$ cat config.mk
export PLATFORM = sky130hd
export DESIGN_NAME = ssc_front
export DESIGN_NICKNAME = d
export VERILOG_FILES = /design/src/hdl/ssc_pkg.sv /design/src/hdl/ssc_front.sv
export SDC_FILE = /design/constraint.sdc
export NUM_CORES = 1
export LEC_CHECK = 0
export BUFFER_PORTS_ARGS = -buffer_cell sky130_fd_sc_hd__buf_4
export CAP_MARGIN = 20
export CORE_ASPECT_RATIO = 0.9
export CORE_UTILIZATION = 40
export DETAILED_ROUTE_END_ITERATION = 16
export MAX_ROUTING_LAYER = met4
export REMOVE_ABC_BUFFERS = 1
export SYNTH_ARGS = -nofsm -noshare
export SYNTH_HDL_FRONTEND = slang
export SYNTH_SLANG_ARGS = --single-unit
$ cat constraint.sdc
create_clock -name clk -period 5.7 [get_ports clk]
set_input_delay 0.285 -clock clk [delete_from_list [all_inputs] [get_ports clk]]
set_output_delay 0.285 -clock clk [all_outputs]
set_load 0.01 [all_outputs]
$ cat src/hdl/ssc_pkg.sv
// Shared types, constants and helpers of the selector safety checker.
package ssc_pkg;

    localparam int BUDGET_BITS_DEF = 20;
    localparam int QUEUE_DEPTH_DEF = 4;

    localparam int LEN_W   = 17;
    localparam int MAXL_W  = 16;
    localparam int COUNT_W = 14;
    localparam int SHEET_W = 20;
    localparam int DECL_W  = 8;
    localparam int CFG_W   = 20;
    localparam int IDX_W   = 2;

    localparam logic [LEN_W-1:0]   LEN_SAT   = 17'h1FFFF;
    localparam logic [COUNT_W-1:0] COUNT_SAT = 14'h3FFF;

    localparam logic [MAXL_W-1:0]  RST_MAX_LEN   = 16'd4096;
    localparam logic [COUNT_W-1:0] RST_MAX_TOTAL = 14'd8192;
    localparam logic [SHEET_W-1:0] RST_MAX_SHEET = 20'd524288;
    localparam logic [DECL_W-1:0]  RST_DECL_LEN  = 8'd26;

    localparam logic [IDX_W-1:0] CFG_MAX_LEN   = 2'd0;
    localparam logic [IDX_W-1:0] CFG_MAX_TOTAL = 2'd1;
    localparam logic [IDX_W-1:0] CFG_MAX_SHEET = 2'd2;
    localparam logic [IDX_W-1:0] CFG_DECL_LEN  = 2'd3;

    typedef enum logic [2:0] {
        FAULT_NONE,
        FAULT_EMPTY,
        FAULT_LONG,
        FAULT_UTF8,
        FAULT_COMMENT,
        FAULT_FORBIDDEN,
        FAULT_COUNT,
        FAULT_BUDGET
    } fault_t;

    typedef struct packed {
        logic [MAXL_W-1:0]  max_len;
        logic [COUNT_W-1:0] max_total;
        logic [SHEET_W-1:0] max_sheet;
        logic [DECL_W-1:0]  decl_len;
    } cfg_t;

    typedef struct packed {
        logic [LEN_W-1:0] len;
        fault_t           fault;
        logic             last;
    } sel_rec_t;

    function automatic fault_t fault_merge(input fault_t cur, input fault_t code);
        fault_t res;
        res = cur;
        if (cur == FAULT_NONE || code < cur)
        begin
            res = code;
        end
        return res;
    endfunction

endpackage

$ cat src/hdl/ssc_front.sv
// Front end: per-byte UTF-8, length, comment and character checks of one selector.
module ssc_front
(
    input  logic              clk,
    input  logic              rst_n,
    input  ssc_pkg::cfg_t     cfg,
    input  logic              in_valid,
    output logic              in_ready,
    input  logic [7:0]        data_byte,
    input  logic              byte_present,
    input  logic              selector_end,
    input  logic              list_end,
    input  logic              q_full,
    output logic              q_push,
    output ssc_pkg::sel_rec_t q_rec
);
    import ssc_pkg::*;

    localparam logic [7:0] CH_SLASH = 8'h2F;
    localparam logic [7:0] CH_STAR  = 8'h2A;

    logic [1:0]       pend_reg,   pend_next;
    logic [2:0]       width_reg,  width_next;
    logic [20:0]      acc_reg,    acc_next;
    logic [LEN_W-1:0] len_reg,    len_next;
    logic             slash_reg,  slash_next;
    logic             star_reg,   star_next;
    fault_t           fault_reg,  fault_next;

    logic [LEN_W-1:0] len_b;
    logic [1:0]       pend_b;
    fault_t           fault_b;
    fault_t           end_fault;
    logic [20:0]      lowest;
    logic             accept;
    logic             closing;
    logic             bad_char;

    assign in_ready = !q_full;
    assign accept   = in_valid && in_ready;
    assign closing  = selector_end || list_end;

    always_comb
    begin
        len_b      = len_reg;
        pend_b     = pend_reg;
        width_next = width_reg;
        acc_next   = acc_reg;
        fault_b    = fault_reg;
        slash_next = slash_reg;
        star_next  = star_reg;
        lowest     = 21'h10000;
        bad_char   = 1'b0;
        if (byte_present)
        begin
            if (len_reg != LEN_SAT)
            begin
                len_b = len_reg + LEN_W'(1);
            end
            if (pend_reg == 2'd0)
            begin
                if (!data_byte[7])
                begin
                    pend_b = 2'd0;
                end
                else if (data_byte[7:5] == 3'b110)
                begin
                    width_next = 3'd2;
                    acc_next   = {16'd0, data_byte[4:0]};
                    pend_b     = 2'd1;
                end
                else if (data_byte[7:4] == 4'b1110)
                begin
                    width_next = 3'd3;
                    acc_next   = {17'd0, data_byte[3:0]};
                    pend_b     = 2'd2;
                end
                else if (data_byte[7:3] == 5'b11110)
                begin
                    width_next = 3'd4;
                    acc_next   = {18'd0, data_byte[2:0]};
                    pend_b     = 2'd3;
                end
                else
                begin
                    fault_b = fault_merge(fault_b, FAULT_UTF8);
                end
            end
            else if (data_byte[7:6] != 2'b10)
            begin
                fault_b = fault_merge(fault_b, FAULT_UTF8);
                pend_b  = 2'd0;
            end
            else
            begin
                acc_next = {acc_reg[14:0], data_byte[5:0]};
                pend_b   = pend_reg - 2'd1;
                if (width_reg == 3'd2)
                begin
                    lowest = 21'h80;
                end
                else if (width_reg == 3'd3)
                begin
                    lowest = 21'h800;
                end
                if (pend_b == 2'd0 &&
                    (acc_next < lowest || acc_next > 21'h10FFFF ||
                     (acc_next >= 21'hD800 && acc_next <= 21'hDFFF)))
                begin
                    fault_b = fault_merge(fault_b, FAULT_UTF8);
                end
            end
            if ((slash_reg && data_byte == CH_STAR) || (star_reg && data_byte == CH_SLASH))
            begin
                fault_b = fault_merge(fault_b, FAULT_COMMENT);
            end
            slash_next = (data_byte == CH_SLASH);
            star_next  = (data_byte == CH_STAR);
            case (data_byte)
                8'h7F, 8'h7B, 8'h7D, 8'h3C, 8'h3E, 8'h40, 8'h3B, 8'h60: bad_char = 1'b1;
                default: bad_char = (data_byte < 8'h20);
            endcase
            if (bad_char)
            begin
                fault_b = fault_merge(fault_b, FAULT_FORBIDDEN);
            end
        end

        if (len_b == '0)
        begin
            end_fault = FAULT_EMPTY;
        end
        else if (len_b > LEN_W'(cfg.max_len))
        begin
            end_fault = FAULT_LONG;
        end
        else if (pend_b != 2'd0)
        begin
            end_fault = FAULT_UTF8;
        end
        else
        begin
            end_fault = fault_b;
        end

        len_next   = len_b;
        pend_next  = pend_b;
        fault_next = fault_b;
        if (closing)
        begin
            len_next   = '0;
            pend_next  = '0;
            width_next = '0;
            acc_next   = '0;
            slash_next = 1'b0;
            star_next  = 1'b0;
            fault_next = FAULT_NONE;
        end
    end

    assign q_push     = accept && closing;
    assign q_rec.len   = len_b;
    assign q_rec.fault = end_fault;
    assign q_rec.last  = list_end;

    always_ff @(posedge clk or negedge rst_n)
    begin
        if (!rst_n)
        begin
            pend_reg  <= '0;
            width_reg <= '0;
            acc_reg   <= '0;
            len_reg   <= '0;
            slash_reg <= 1'b0;
            star_reg  <= 1'b0;
            fault_reg <= FAULT_NONE;
        end
        else if (accept)
        begin
            pend_reg  <= pend_next;
            width_reg <= width_next;
            acc_reg   <= acc_next;
            len_reg   <= len_next;
            slash_reg <= slash_next;
            star_reg  <= star_next;
            fault_reg <= fault_next;
        end
    end

endmodule

# Word-level counts from Yosys, hierarchy flattened
# Index checks and enable logic that the tools add are counted.
dict set report word_totals {
  input_bits 73
  wordCells 123
  register_bits 42
  output_inout_bits 23
}
dict set report op_classes {
  n_reduce_logical 29
  addsub 2
  eq_ne 20
  order_cmp 9
  muxes 56
}
# op count
set op_table {}
lappend op_table {{15-bit 2-to-1 mux} 8}
lappend op_table {{17-bit 2-to-1 mux} 5}
lappend op_table {{3-bit 2-to-1 mux} 26}
lappend op_table {{21-bit 2-to-1 mux} 3}
lappend op_table {{8-bit by 6-bit equality test with 1-bit output (second input constant)} 5}
lappend op_table {{8-bit by 7-bit equality test with 1-bit output (second input constant)} 5}
lappend op_table {{21-bit by 16-bit >= comparator with 1-bit output (second input constant)} 1}
lappend op_table {{21-bit greater-than comparator (second input constant)} 1}
lappend op_table {{21-bit by 16-bit less-or-equal comparator with 1-bit output (second input constant)} 1}
lappend op_table {{21-bit < comparator} 1}
lappend op_table {{17-bit by 1-bit adder with 17-bit output (second input constant)} 1}
lappend op_table {{17-bit by 16-bit greater-than comparator with 1-bit output} 1}
lappend op_table {{17-bit zero test} 1}
lappend op_table {{17-bit inequality test (second input constant)} 1}
lappend op_table {{2-bit 2-to-1 mux} 8}
lappend op_table {{5-bit AND reduction} 2}
lappend op_table {{3-bit zero test} 3}
lappend op_table {{8-bit by 6-bit < comparator with 1-bit output (second input constant)} 1}
lappend op_table {{2-bit nonzero test} 4}
lappend op_table {{8-bit OR reduction} 1}
lappend op_table {{1-bit logical OR} 7}
lappend op_table {{3-bit by 2-bit equality test with 1-bit output (second input constant)} 2}
lappend op_table {{1-bit logical AND} 6}
lappend op_table {{3-bit < comparator (first input constant)} 2}
lappend op_table {{other kinds (13)} 20}

# Depth between registers and ports, before layout
# Gate-level depths: netlist of the first run.
dict set report logic_depth {
  depth_word 27
  mapped_depth 16
  depth_no_buf 14
}

# Worst setup path after synthesis of the first run
# No wires, ideal clock.
dict set report synth_path {
  path_type {register -> output}
  startpoint {register len_reg[0]}
  endpoint {output q_rec[3] (netlist name)}
  arrival_time_ns 3.515
  path_slack_ns 1.900
  path_buffers 0
  stages_incl_launch_ff 14
  path_cell_list {dfrtp_1 ha_1 nand4_1 or4_2 o21a_1 or2_2 ha_1 nand2_1 nor2_1 nand3_1 o32a_1 o31ai_1 nand2_1 nor4bb_1}
}
# item line
set synth_lines {}
lappend synth_lines {{from (decl)} ssc_front.sv:25} ;# logic [LEN_W-1:0] len_reg, len_next;
lappend synth_lines {{from (signal assigned)} ssc_front.sv:183} ;# len_reg <= len_next;
lappend synth_lines {{to (decl)} ssc_front.sv:15} ;# output ssc_pkg::sel_rec_t q_rec

==> reports/qor.yml, run 1 <==
worstReg2RegStart: "pend_reg[0]$_DFFE_PN0P_"
path_class: "reg -> out"
root_buffer: "clkbuf_8"
cts.path.max_buffers: 2
max_stage_delay_ns: 0.71
hold_depth: 2
rows: 31
setup_viol_count_final: 0
gp_congestion: 0.945
synth_top_cells_by_area: "dfrtp_1 (31%), ha_1 (7.7%), nand2_1 (7.7%), o21ai_0 (6.6%), a21oi_1 (3.4%)"
ys_seq_area_frac: 0.306
critPathRequiredTime_ns: 5.41
cp-startpoint: "len_reg[0]$_DFFE_PN0P_"
post_cts_buffers: 0
hpwl_mm: 7.08
cts-resized-gates: 0
synth_edf_count: 0
holdCritPathClass: "in -> reg"
post-route-drc-count: 0
synth.distinct_cells: 58
start_util: 0.419
cp.depth: 14
cpMaxStageDelayCell: "or4_2"
layout_commonest_cell: "nand2_1"
grt_pass1_vias: 3141
finalInstanceArea_sq_um: 4010
synth.largest_area_cell: "dfrtp_1"
rsz0062_at_grt: "no"
die_w_um: 99.6
crit_path_start_kind: "flip-flop"
dpl_cell_area_sq_um: 3860
ys_seq_elements: 42
htreeDepth: 2
ant_nets: 0
maxCapViolCount: 0
portBuffers: 53
worst_pin_slew_ns: 0.942
cp_max_fo: 7
netlist_area_sq_um: 3430
fin_ws_ns: 1.02
end_kind: "output port"
cp.arrival_ns: 4.40
reg2regPathDepth: 8
post-place-ws_ns: 1.40
clk_latency_ns: 0.30
final_cell_mix: "nand2_1 (70), buf_4 (57), o21ai_0 (44)"
die_area_sq_um: 8950
grt_max_degree: 43
layout-drive-gt1-share: 0.167
slew_violations: 0
diodes: 0
core_sq_um: 8180
grt_overflow: 0
antenna_found_initial: 0
grt.total_usage: 0.227
num_vias: 3447
path_cells: "ha_1 -> nand4_1 -> or4_2 -> o21a_1 -> or2_2 -> ha_1 -> nand2_1 -> nor2_1 -> nand3_1 -> nor3_1 -> o31ai_1 -> nand2_1 -> nor4bb_1 -> buf_4"
yosys_most_used_dff: "dfrtp_1"
min_from: "data_byte[0]"
first_pass_iters: 5
largest_reg_flops: 17
drt_iter0_drc: 203
fmaxAchievable_mhz: 214
period_needed_ns: 4.68
nNetsFinal: 578
p_leak_nw: 1.82
cts_tree: "built"
syn-instance-count: 444
die_h_um: 89.8
status: "complete, no violations"
ir_drop_uv: 115
fin_crit_sh: 0.821
synth_top_area_frac: 0.306
post_drt_wl_per_cell_um: 15.8
clock_sinks: 42
wl_mm: 9.48
viasPerCell: 5.75
area_delta_synth_final_pct: 16.9
finalSetupTns_ns: 0
critPathTopFamily: "simple AND/OR/NAND/NOR gates"
yosys_warnings: 0
postSynthAreaPerCell_sq_um: 7.72
clk_pin_slew_worst_paths_ns: 0.09
relSlewSlack: 0.365
io_pins: 96
critPathBufInv: 1
grt_pass1_wl_mm: 15.8
power_density_nw_per_um2: 183
finalHoldViolCount: 0
cts_buffers: 5
synth-async-reset-ratio: 1.00
fin_worst_skew_ns: 0.00645
[layer usage]
layer | vias to the layer above | track usage | wire (um)
li1 | 1697 | - | -
met2 | 89 | 0.357 | 4510
met1 | 1649 | 0.315 | 4490
met4 | 0 | 0.0466 | 115
met3 | 12 | 0.0257 | 366
met5 | - | - | 0
[power by group]
part,internal [mW],switching (mW),leakage (nW)
sequential,0.305,0.00772,0.583
combinational,0.0543,0.0737,1.17
clock,0.176,0.116,0.0683
total,0.535,0.197,1.82
[cell type report]
type | count | area, sq um
Clock buffer | 5 | 68.8
Clock inverter | 3 | 68.8
Fill cell | 812 | 4170
Inverter | 30 | 113
Multi-Input combinational cell | 347 | 2130
Sequential cell | 42 | 1050
Tap cell | 115 | 144
Timing Repair Buffer | 58 | 438
[cell families (layout without fill, tap and decap cells)]
logic type / count (synthesis) / count (layout) / share of synthesized area
AO/OA/AOI/OAI: 130 / 130 / 0.243
flip-flops: 42 / 42 / 0.306
AND/OR/NAND/NOR: 189 / 189 / 0.282
adder cells (fa/ha/maj): 21 / 21 / 0.0766
XOR/XNOR: 7 / 7 / 0.0179
buffers and inverters: 55 / 96 / 0.0733
[path summary, 6_finish.rpt]
path                            slack, ns                  endpoint
worst max-delay path                 1.02                  q_rec[3]
worst min-delay path                 0.23      star_reg$_DFFE_PN0P_
worst max register to register       3.01  fault_reg[0]$_DFFE_PN0P_
worst min register to register       0.49    acc_reg[0]$_DFFE_PN0P_
max in group asynchronous            4.82  fault_reg[0]$_DFFE_PN0P_
min in group asynchronous            0.50    acc_reg[7]$_DFFE_PN0P_
[metrics by stage]
step,total power [mW],utilization,std cells,hold slack (ns)
after floorplan,0.384,-,419,-0.0106
after global placement,0.445,0.472,591,0.315
after detailed placement,0.446,0.472,591,0.311
after CTS,0.740,0.490,600,0.226
after global routing,0.768,0.490,600,0.246
final,0.733,0.490,600,0.233
[what timing repair did]
| item | in CTS | in global routing |
|---|---|---|
| hold buffers | 1 | 0 |
| endpoints found under the hold margin | 42 | 0 |
| setup endpoints to repair | 0 | 0 |
[Yosys cell counts, drive strengths merged (11+ instances only)]
library cell  instances
a22o                 11
nor2                 27
clkbuf               21
nand2                70
dfrtp                42
nand3                17
ha                   21
o21ai                45
a21oi                23
inv                  30
nor3                 13
Power figures use the tool's default switching activity.
==> inputs of run 2 (changes only) <==
==> constraint.sdc (replaced) <==
create_clock -name clk -period 4.71 [get_ports clk]
set_input_delay 0.2355 -clock clk [delete_from_list [all_inputs] [get_ports clk]]
set_output_delay 0.2355 -clock clk [all_outputs]
set_load 0.01 [all_outputs]
==> run 2 against run 1 <==
  * Sequential power is 21% higher
  * Global-route usage is 0.91 points higher
  * Sequential share of layout area is 0.050 points lower
  * Count of clock-buffer cells in the layout stayed put
  * Die area stayed put
  * Sequential cell count stayed put
  * Largest cell class unchanged
  * Combinational power is 22% higher
  * Clock power is 15% lower
  * Largest power group unchanged
  * Cell count is 0.83% higher
==> reports/qor.yml, run 2 (synthesis gave the netlist of run 1 again) <==
rsz0062_at_grt: "no"
start_util: 0.419  # unchanged
post_cts_buffers: 0  # unchanged
largest_reg_flops: 17  # unchanged
period_needed_ns: 4.36
switchingPower_mw: 0.243  # +23%
cpMaxStageDelayCell: "dfrtp_1"
gp_congestion: 0.933  # -1.3%
seqCellArea_sq_um: 1050  # +0.12%
power.internal_mw: 0.542  # +1.1%
post-route-drc-count: 0  # unchanged
layout-drive-gt1-share: 0.184  # +0.0167
crit_path_start_kind: "flip-flop"
dpl_cell_area_sq_um: 3900  # +0.97%
first_pass_iters: 4  # -1
portBuffers: 53  # unchanged
nNetsFinal: 583  # +0.87%
grt.total_usage: 0.236  # +0.00908
diodes: 0  # unchanged
core_sq_um: 8180  # unchanged
grt_overflow: 0  # unchanged
cts_buffers: 5  # unchanged
cp.arrival_ns: 4.13  # -0.27 ns
max_stage_delay_ns: 0.53  # -0.18 ns
path_cells: "nand4_1 -> or2_2 -> o31a_1 -> or2_2 -> ha_1 -> nand4_1 -> nor2_1 -> nand3_1 -> o32a_1 -> o31ai_1 -> buf_4 -> nand2_1 -> nor4bb_2 -> buf_4"
reg2regPathDepth: 8  # unchanged
slew_violations: 0  # unchanged
die_w_um: 99.6  # unchanged
p_leak_nw: 1.82  # -0.15%
grt_max_degree: 43  # unchanged
root_buffer: "clkbuf_8"
cts.path.max_buffers: 2  # unchanged
multiInputGateArea_sq_um: 2150  # +0.88%
comb_power_share: 0.198  # +0.023
hpwl_mm: 7.30  # +3.1%
clk_latency_ns: 0.30  # about the same
fmaxAchievable_mhz: 229
fin_worst_skew_ns: 0.0117  # +0.00525 ns
ant_nets: 0  # unchanged
critPathRequiredTime_ns: 4.47  # -0.94 ns
clk_pin_slew_worst_paths_ns: 0.10  # about the same
htreeDepth: 2  # unchanged
num_vias: 3367  # -2.3%
setup_viol_count_final: 0  # unchanged
die_h_um: 89.8  # unchanged
finalInstanceArea_sq_um: 4020  # +0.31%
cp_max_fo: 9  # +2
worst_pin_slew_ns: 0.888  # -0.0538 ns
status: "complete, no violations"
fill_cells: 830  # +2.2%
finalHoldViolCount: 0  # unchanged
die_area_sq_um: 8950  # unchanged
path_class: "reg -> out"
final_cell_mix: "nand2_1 (70), buf_4 (62), o21ai_0 (44)"
grt_pass1_wl_mm: 16.3  # +3.0%
post_drt_wl_per_cell_um: 16.2  # +2.6%
rows: 31  # unchanged
switching_share: 0.310  # +0.0402
cts_tree: "built"
finalSetupTns_ns: 0  # unchanged
hold_depth: 2  # unchanged
antenna_found_initial: 0  # unchanged
drt_iter0_drc: 246  # +21%
p_clk_frac: 0.318  # -0.080
end_kind: "output port"
clock_sinks: 42  # unchanged
ir_drop_uv: 183  # +60%
grt_pass1_vias: 3210  # +2.2%
power_density_nw_per_um2: 195  # +6.7%
relSlewSlack: 0.402  # +0.0362
wl_mm: 9.80  # +3.4%
pwr-share-seq: 0.484  # +0.057
area_delta_synth_final_pct: 17.3
fin_crit_sh: 0.926
holdCritPathClass: "in -> reg"
io_pins: 96  # unchanged
viasPerCell: 5.57  # -3.1%
layout_commonest_cell: "nand2_1"
maxCapViolCount: 0  # unchanged
[run 2: worst max-delay path: cells and delay by family, from the launching register on]
| family | cells | cell delay [ns] |
|---|---|---|
| DFF | 1 | 0.53 |
| AOI/OAI and AO/OA | 3 | 0.78 |
| and+or+nand+nor | 8 | 1.89 |
| buffers and inverters | 2 | 0.34 |
| adders and majority gates | 1 | 0.29 |
[run 2: final timing paths]
check	start	endpoint	slack, ns
max in group asynchronous	rst_n	len_reg[0]$_DFFE_PN0P_	3.83
worst min register to register	width_reg[1]$_DFFE_PN0P_	width_reg[1]$_DFFE_PN0P_	0.49
worst max register to register	pend_reg[0]$_DFFE_PN0P_	fault_reg[2]$_DFFE_PN0P_	2.12
worst min-delay path	data_byte[0]	star_reg$_DFFE_PN0P_	0.18
min in group asynchronous	rst_n	acc_reg[13]$_DFFE_PN0P_	0.46
worst max-delay path	len_reg[4]$_DFFE_PN0P_	q_rec[3]	0.35
[run 2: through the flow]
stage | instances | power (mW) | hold slack [ns] | utilization | setup WS, ns
final | 605 | 0.785 | 0.179 | 0.492 | 0.347
after global routing | 605 | 0.833 | 0.185 | 0.492 | 0.0349
after CTS | 605 | 0.793 | 0.179 | 0.489 | 0.220
after detailed placement | 596 | 0.542 | 0.271 | 0.477 | 0.576
after global placement | 596 | 0.539 | 0.267 | 0.477 | 0.550
after floorplan | 419 | 0.465 | -0.0601 | - | 0.959
[run 2: metal layers]
metal | up-vias | part of all wire | track usage
met2 | 66 | 0.48 | 0.372
met3 | 6 | 0.030 | 0.0319
met4 | 0 | 0.013 | 0.0625
met1 | 1594 | 0.48 | 0.318
li1 | 1701 | - | -
met5 | - | 0 | -
[run 2: power groups by stage]
stage	Clock, mW	Combinational [mW]	Sequential [mW]
CTS	0.257	0.156	0.379
global placement	0	0.152	0.386
global route	0.276	0.175	0.381
finish	0.249	0.156	0.380
floorplan	0	0.0814	0.384
detailed placement	0	0.155	0.387
[run 2: final cells by class]
cell class | instances | share of cell area
Multi-Input combinational cell | 347 | 0.533
Sequential cell | 42 | 0.262
Timing Repair Buffer | 63 | 0.118
Tap cell | 115 | 0.0358
Inverter | 30 | 0.0280
Clock buffer | 5 | 0.0171
Clock inverter | 3 | 0.00591
[run 2: timing repair]
action / CTS / global route
setup endpoints to repair: 0 / 1
resized for setup: 0 / 4
hold buffers: 1 / 0
endpoints found under the hold margin: 42 / 0
